File: config.mk
export PLATFORM = sky130hd
export DESIGN_NAME = multichannel_moving_average_unit
export DESIGN_NICKNAME = d
export VERILOG_FILES = /design/src/rtl/mcma_pkg.sv /design/src/rtl/mcma_ram.sv /design/src/rtl/multichannel_moving_average_unit.sv
export SDC_FILE = /design/constraint.sdc
export NUM_CORES = 2
export LEC_CHECK = 0
export CAP_MARGIN = 20
export CORE_ASPECT_RATIO = 1.75
export CORE_MARGIN = 5
export CORE_UTILIZATION = 63
export CTS_CLUSTER_DIAMETER = 150
export DETAILED_ROUTE_END_ITERATION = 10
export DONT_BUFFER_PORTS = 1
export PLACE_DENSITY = 0.79
export RECOVER_POWER = 25
export SETUP_SLACK_MARGIN = 0.2
export SLEW_MARGIN = 20
export SYNTH_ARGS = -nofsm -noshare
export SYNTH_HDL_FRONTEND = slang
export SYNTH_MEMORY_MAX_BITS = 65536
export SYNTH_SLANG_ARGS = --single-unit
export TNS_END_PERCENT = 10
File: constraint.sdc
create_clock -name aclk -period 9.8 [get_ports aclk]
set_clock_uncertainty 0.05 [all_clocks]
set_input_delay 0.98 -clock aclk [delete_from_list [all_inputs] [get_ports aclk]]
set_output_delay 0.98 -clock aclk [all_outputs]
set_load 0.01 [all_outputs]
File: src/rtl/mcma_pkg.sv
package mcma_pkg;

    // Fixed field widths of the request, result and configuration channels.
    localparam int SAMPLE_W = 16;
    localparam int CHAN_W   = 2;
    localparam int CFG_W    = 7;

    // Window length after reset, before any configuration write.
    localparam int WINDOW_RESET = 8;

    // Saturation limits of the average, as magnitudes.
    localparam int AVG_POS_MAX = 32767;
    localparam int AVG_NEG_MAX = 32768;

    // Sequencer states.
    typedef enum logic [2:0] {
        ST_IDLE,
        ST_READ,
        ST_UPDATE,
        ST_DIVIDE,
        ST_DONE
    } mcma_state_t;

endpackage

File: src/rtl/mcma_ram.sv
module mcma_ram #(
    parameter int WIDTH = 16,
    parameter int DEPTH = 256
) (
    input  logic                     aclk,
    input  logic                     we,
    input  logic [$clog2(DEPTH)-1:0] waddr,
    input  logic [WIDTH-1:0]         wdata,
    input  logic [$clog2(DEPTH)-1:0] raddr,
    output logic [WIDTH-1:0]         rdata
);

    logic [WIDTH-1:0] mem [DEPTH];
    logic [WIDTH-1:0] rdata_reg;

    // One write port and one registered read port.
    always_ff @(posedge aclk) begin
        if (we) begin
            mem[waddr] <= wdata;
        end
        rdata_reg <= mem[raddr];
    end

    assign rdata = rdata_reg;

endmodule

File: src/rtl/multichannel_moving_average_unit.sv
// Channel   Direction  Handshake         Payload
// s_        in         s_valid/s_ready   s_sample, s_channel, s_vector_end
// m_        out        m_valid/m_ready   m_average, m_out_channel, m_out_vector_end
// cfg_      in         cfg_we            cfg_wdata (window length)
//
// Each request passes through accept, ring read, sum update, the bit-serial restoring divider
// at one quotient bit per cycle, and write-out, which waits until the output register is free.
// One request is in flight at a time.
// Reset clears the channel sums, fill count and ring position and sets the window to 8.
// The sample ring is not cleared: the user must see that each entry is written before it is read;
// the block does not enforce this. A result held on a stalled m_ channel keeps the block from
// taking the next request only once the following result is ready to be written out.
module multichannel_moving_average_unit
    import mcma_pkg::*;
#(
    parameter int CHANNELS   = 4,
    parameter int MAX_WINDOW = 64
) (
    input  logic                       aclk,
    input  logic                       aresetn,

    input  logic                       cfg_we,
    input  logic [CFG_W-1:0]           cfg_wdata,

    input  logic                       s_valid,
    output logic                       s_ready,
    input  logic signed [SAMPLE_W-1:0] s_sample,
    input  logic [CHAN_W-1:0]          s_channel,
    input  logic                       s_vector_end,

    output logic                       m_valid,
    input  logic                       m_ready,
    output logic signed [SAMPLE_W-1:0] m_average,
    output logic [CHAN_W-1:0]          m_out_channel,
    output logic                       m_out_vector_end
);

    localparam int SUM_W   = SAMPLE_W + $clog2(MAX_WINDOW);
    localparam int FILL_W  = $clog2(MAX_WINDOW + 1);
    localparam int POS_W   = $clog2(MAX_WINDOW);
    localparam int DEPTH   = MAX_WINDOW * CHANNELS;
    localparam int ADDR_W  = $clog2(DEPTH);
    localparam int CIDX_W  = (CHANNELS > 1) ? $clog2(CHANNELS) : 1;
    localparam int CNT_W   = $clog2(SUM_W);
    localparam int WIN_RST = (MAX_WINDOW < WINDOW_RESET) ? MAX_WINDOW : WINDOW_RESET;

    mcma_state_t state_reg, state_next;

    logic [FILL_W-1:0]          window_reg;
    logic [FILL_W-1:0]          window_next;
    logic [FILL_W-1:0]          fill_reg;
    logic [POS_W-1:0]           pos_reg;
    logic signed [SUM_W-1:0]    sums_reg [CHANNELS];

    logic signed [SAMPLE_W-1:0] sample_reg;
    logic [CHAN_W-1:0]          chan_reg;
    logic                       vend_reg;

    logic [SUM_W-1:0]           quo_reg;
    logic [FILL_W-1:0]          rem_reg;
    logic [FILL_W-1:0]          count_reg;
    logic                       neg_reg;
    logic [CNT_W-1:0]           cnt_reg;

    logic                       m_valid_reg;
    logic signed [SAMPLE_W-1:0] avg_out_reg;
    logic [CHAN_W-1:0]          chan_out_reg;
    logic                       vend_out_reg;

    logic                       accept;
    logic                       out_free;
    logic                       load_out;
    logic                       do_update;
    logic                       do_step;
    logic                       chan_ok;
    logic [CIDX_W-1:0]          chan_idx;
    logic [ADDR_W-1:0]          slot_addr;
    logic [SAMPLE_W-1:0]        ring_rdata;
    logic                       ring_we;

    logic                       full;
    logic [FILL_W-1:0]          count_next;
    logic signed [SUM_W-1:0]    sum_old;
    logic signed [SUM_W-1:0]    sum_next;
    logic [SUM_W-1:0]           mag_next;

    logic [FILL_W:0]            rem_shift;
    logic                       quo_bit;
    logic [FILL_W-1:0]          rem_next;
    logic [SUM_W-1:0]           quo_next;
    logic signed [SAMPLE_W-1:0] avg_sat;

    logic [POS_W:0]             pos_inc;

    // The configured window is clamped to one up to the largest window.
    always_comb begin
        if (cfg_wdata == '0) begin
            window_next = FILL_W'(1);
        end else if (32'(cfg_wdata) > MAX_WINDOW) begin
            window_next = FILL_W'(MAX_WINDOW);
        end else begin
            window_next = FILL_W'(cfg_wdata);
        end
    end

    // Next state of the sequencer.
    always_comb begin
        state_next = state_reg;
        unique case (state_reg)
            ST_IDLE: begin
                if (s_valid) begin
                    state_next = ST_READ;
                end
            end
            ST_READ:   state_next = ST_UPDATE;
            ST_UPDATE: state_next = ST_DIVIDE;
            ST_DIVIDE: begin
                if (cnt_reg == CNT_W'(SUM_W - 1)) begin
                    state_next = ST_DONE;
                end
            end
            ST_DONE: begin
                if (out_free) begin
                    state_next = ST_IDLE;
                end
            end
            default: state_next = ST_IDLE;
        endcase
    end

    // Sequencer outputs.
    assign out_free = !m_valid_reg || m_ready;

    always_comb begin
        s_ready   = 1'b0;
        do_update = 1'b0;
        do_step   = 1'b0;
        load_out  = 1'b0;
        unique case (state_reg)
            ST_IDLE:   s_ready   = 1'b1;
            ST_READ:   ;
            ST_UPDATE: do_update = 1'b1;
            ST_DIVIDE: do_step   = 1'b1;
            ST_DONE:   load_out  = out_free;
            default:   ;
        endcase
    end

    assign accept = s_valid && s_ready;

    // Ring slot of the held request; channels beyond the channel count write no ring entry and no sum.
    assign chan_ok   = 32'(chan_reg) < CHANNELS;
    assign chan_idx  = CIDX_W'(chan_reg);
    assign slot_addr = ADDR_W'(pos_reg) * ADDR_W'(CHANNELS) + ADDR_W'(chan_reg);
    assign ring_we   = do_update && chan_ok;

    mcma_ram #(
        .WIDTH(SAMPLE_W),
        .DEPTH(DEPTH)
    ) u_ring (
        .aclk (aclk),
        .we   (ring_we),
        .waddr(slot_addr),
        .wdata(sample_reg),
        .raddr(slot_addr),
        .rdata(ring_rdata)
    );

    // Running sum update: drop the oldest sample once the window is full.
    assign full       = fill_reg >= window_reg;
    assign count_next = full ? window_reg : fill_reg + FILL_W'(1);

    always_comb begin
        sum_old  = chan_ok ? sums_reg[chan_idx] : '0;
        sum_next = sum_old + SUM_W'(sample_reg);
        if (full) begin
            sum_next = sum_next - SUM_W'($signed(ring_rdata));
        end
        if (!chan_ok) begin
            mag_next = '0;
        end else if (sum_next[SUM_W-1]) begin
            mag_next = ~sum_next + SUM_W'(1);
        end else begin
            mag_next = sum_next;
        end
    end

    // One restoring division step: shift in a dividend bit, subtract if it fits.
    assign rem_shift = {rem_reg, quo_reg[SUM_W-1]};
    assign quo_bit   = rem_shift >= {1'b0, count_reg};
    assign rem_next  = quo_bit ? FILL_W'(rem_shift - {1'b0, count_reg}) : FILL_W'(rem_shift);
    assign quo_next  = {quo_reg[SUM_W-2:0], quo_bit};

    // Sign and saturation of the finished quotient.
    always_comb begin
        if (!neg_reg) begin
            if (quo_reg > SUM_W'(AVG_POS_MAX)) begin
                avg_sat = SAMPLE_W'(AVG_POS_MAX);
            end else begin
                avg_sat = quo_reg[SAMPLE_W-1:0];
            end
        end else begin
            if (quo_reg > SUM_W'(AVG_NEG_MAX)) begin
                avg_sat = SAMPLE_W'(AVG_NEG_MAX);
            end else begin
                avg_sat = ~quo_reg[SAMPLE_W-1:0] + SAMPLE_W'(1);
            end
        end
    end

    assign pos_inc = {1'b0, pos_reg} + (POS_W + 1)'(1);

    // Control state: sequencer, window, fill count, ring position, sums and output valid.
    always_ff @(posedge aclk) begin
        if (!aresetn) begin
            state_reg   <= ST_IDLE;
            window_reg  <= FILL_W'(WIN_RST);
            fill_reg    <= '0;
            pos_reg     <= '0;
            m_valid_reg <= 1'b0;
            for (int i = 0; i < CHANNELS; i++) begin
                sums_reg[i] <= '0;
            end
        end else begin
            state_reg <= state_next;
            if (cfg_we) begin
                window_reg <= window_next;
                fill_reg   <= '0;
                pos_reg    <= '0;
                for (int i = 0; i < CHANNELS; i++) begin
                    sums_reg[i] <= '0;
                end
            end else if (do_update) begin
                if (chan_ok) begin
                    sums_reg[chan_idx] <= sum_next;
                end
                if (vend_reg) begin
                    if ((FILL_W + 1)'(pos_inc) >= (FILL_W + 1)'(window_reg)) begin
                        pos_reg <= '0;
                    end else begin
                        pos_reg <= pos_inc[POS_W-1:0];
                    end
                    if (fill_reg < window_reg) begin
                        fill_reg <= fill_reg + FILL_W'(1);
                    end
                end
            end
            if (load_out) begin
                m_valid_reg <= 1'b1;
            end else if (m_ready) begin
                m_valid_reg <= 1'b0;
            end
        end
    end

    // Payload: held request, divider and output register.
    always_ff @(posedge aclk) begin
        if (accept) begin
            sample_reg <= s_sample;
            chan_reg   <= s_channel;
            vend_reg   <= s_vector_end;
        end
        if (do_update) begin
            quo_reg   <= mag_next;
            rem_reg   <= '0;
            count_reg <= count_next;
            neg_reg   <= sum_next[SUM_W-1] && chan_ok;
            cnt_reg   <= '0;
        end else if (do_step) begin
            quo_reg <= quo_next;
            rem_reg <= rem_next;
            cnt_reg <= cnt_reg + CNT_W'(1);
        end
        if (load_out) begin
            avg_out_reg  <= avg_sat;
            chan_out_reg <= chan_reg;
            vend_out_reg <= vend_reg;
        end
    end

    assign m_valid          = m_valid_reg;
    assign m_average        = avg_out_reg;
    assign m_out_channel    = chan_out_reg;
    assign m_out_vector_end = vend_out_reg;

endmodule

==> results.toml <==
[run_status]
run_status = "finished, violations left"
failed_checks = "DRC, capacitance limit, slew limit"

[global_route]
number_of_antenna_violations_at_the_first_check_in_global_routing = 61
grt_pass1_wl_um = 694000
grt_start_max_net_pins = 211
grt_remaining_overflow = 0
groute.usage.overall_pct = 35.7
grt_pass1_vias = 88300

[worst_setup_path]
cells_along_the_critical_path = "buf_4, clkbuf_1, dlymetal6s4s_1"
slowest_delay_ns = 4.21
critPathLaunchType = "register"
worstPathMaxFanout = 157
critical_path_required_ns = 9.59
timing.critical_path.slowest_stage_cell = "dlymetal6s4s_1"
worst_ep_arrival_time_ns = 8.27
setup.worst_path.class = "reg -> reg"
end_kind = "register"

[sta]
finalHoldViolations = 0
fmax_mhz = 118
setup_violations = 0
slew_headroom_pct = -420
final.period_utilization_pct = 86.5
fin_tns_setup_ns = 0
finalWorstPathRequiredPeriod_ns = 8.48
grt_setup_unrepaired = "false"
drv_slew = 1818
worst-slew-pin-transition_ns = 7.80

[floorplanning]
die-area_sq_um = 279000
vertical_die_dimension_um = 695
fp.coreArea_sq_um = 267000
design.portCount = 52
num_rows = 251
die_width_um = 401
starting_utilization_of_the_core_area_pct = 63.2

[cts]
cts_inserted_buffers = 354
cts.repair_timing.setup_buffer_count = 0
clock_sinks = 4306
cts_max_path_buffers = 4
worst_setup_hold_path_clk_slew_ns = 0.07
clock_tree.htree_level_count = 5
cts_tree = "done"
number_of_buffers_added_to_fix_hold_violations_after_cts = 0
post_cts.resized_instances = 0
clockRootBuffer = "clkbuf_16"
clkLatencyLatePin_ns = 0.94

[detailed_routing]
routed-via-count = 88200
routedWlPerCell_um = 42.6
post_drt_via_cell_ratio = 7.55
dr.pass1.iters = 11
route.final.wire_length_um = 497000
drc = 122
dr_iter_0_viols = 15400
ant_nets = 0

[power]
power_w = 0.0378
power.static_leakage_nw = 58.2
max-vdd-ir-drop_v = 0.000171
power_per_cell_area_nw_per_um2 = 203

[yosys]
ys_ff_latch = 4306
synth_fp_nets = 7574
avgSynthCellArea_sq_um = 22.6
synth-edff-count = 4252
synth-main-ff-cell = "edfxtp_1"
ys_async_sr_fraction_pct = 0
netlist_area_sq_um = 169000
yosysTopAreaCell = "edfxtp_1"
ys.warnings.count = 0
synthDominantCellAreaShare_pct = 75.6
synthTopCellsByArea = "edfxtp_1 76%, mux4_2 18%, nor2_1 0.92%"
synth.lib_cells_used.distinct = 78
commonest_cells_in_the_synthesized_netlist = "4252 x edfxtp_1, 1337 x mux4_2, 413 x nor2_1, 224 x clkbuf_1, 146 x nand2_1"
synth_most_common_cell = "edfxtp_1"
synth_cells = 7468
sequential_area_share_after_synthesis_pct = 76.3

[run]
drv_cap = 19

[final_layout]
nets = 7910
largest_reg_flops = 4096
layout-drive-gt1-share_pct = 28.9
final_cells = 11700
area.growth.synth_to_final_pct = 10.5

[placed_design]
dp_hpwl_um = 261000
gp_routability_congestion = 0.936
port_buffers = 0
placedCellCount = 11000

[worst_hold_path]
class_of_the_most_critical_hold_timing_path = "in -> reg"
-- worst max-delay path: cells and delay by family (launching register included) --
kind	cells	cell delay, ns
buf+inv	3	6.56
flops	1	0.33
-- final cells by class --
class,instances,area (sq um)
Fill cell,14200,80500
Multi-Input combinational cell,2683,38400
Timing Repair Buffer,389,3110
Clock inverter,210,2090
Tap cell,3542,4430
Sequential cell,4306,129000
Antenna cell,56,140
Inverter,70,270
Clock buffer,420,9290
-- stage by stage --
| stage | instance area (sq um) | utilization, % | setup WS [ns] | hold WS, ns |
|---|---|---|---|---|
| final | 186000 | 69.8 | 1.32 | 0.0825 |
| after global routing | 186000 | 69.8 | 1.11 | 0.0681 |
| after CTS | 186000 | 69.8 | 2.56 | 0.0289 |
| after detailed placement | 175000 | 65.5 | 2.65 | 0.417 |
| after global placement | 175000 | 65.5 | 2.61 | 0.383 |
| after floorplan | 169000 | - | 1.63 | 0.371 |
-- logic make-up after synthesis --
| kind of cell | after synthesis | synth area share (%) |
|---|---|---|
| muxes | 1369 | 18.0 |
| adders and majority gates | 75 | 0.569 |
| buffers and inverters | 479 | 1.17 |
| xor gates and xnor gates | 57 | 0.296 |
| AOI/OAI and AO/OA | 331 | 1.34 |
| DFF | 4306 | 76.3 |
| and+or+nand+nor | 851 | 2.32 |
-- metal layers --
layer	GRT usage [%]	vias up	share of wire, %
li1	-	32300	-
met1	41.9	45500	29
met2	57.5	8386	49
met3	8.66	1990	12
met4	27.3	38	9.6
met5	0.625	-	0.11
-- power by group --
group / leakage [nW] / switching, W / internal (W)
logic: 13.8 / 0.00174 / 0.00100
registers: 38.9 / 0.0000554 / 0.0204
clock network: 5.55 / 0.00680 / 0.00777
-- cell usage in the layout (no fill, tap or decap), types with 25 or more instances in the layout --
cell type and count:
nand2b_1 31, mux2i_1 25, dfxtp_1 49, nand3_1 59
o21ai_0 72, nor3_1 31, inv_1 68, nand4_1 26
nor2b_1 35, bufinv_16 36, ha_1 72, clkbuf_16 362
a21oi_1 64, buf_4 343, diode_2 56, clkbuf_1 76
xnor2_1 27, xor2_1 30, or3_1 25, clkinv_2 66
clkinv_1 66, nor2_1 354, edfxtp_1 4252, nor2_2 48
nand2_1 128, a21o_1 25, mux4_2 1337
-- final timing paths --
| kind | start | end | slack [ns] | cells past startpoint |
|---|---|---|---|---|
| setup / recovery | sample_reg[0]$_DFFE_PP_ | u_ring.mem[241][0]$_DFFE_PP_ | 1.32 | 3 |
| hold / removal | s_sample[14] | sample_reg[14]$_DFFE_PP_ | 0.08 | 0 |
| setup reg to reg | sample_reg[0]$_DFFE_PP_ | u_ring.mem[241][0]$_DFFE_PP_ | 1.32 | 3 |
| hold reg to reg | vend_reg$_DFFE_PP_ | m_out_vector_end$_DFFE_PP_ | 0.44 | 0 |
Note: power is estimated with default switching activity, not from simulation.
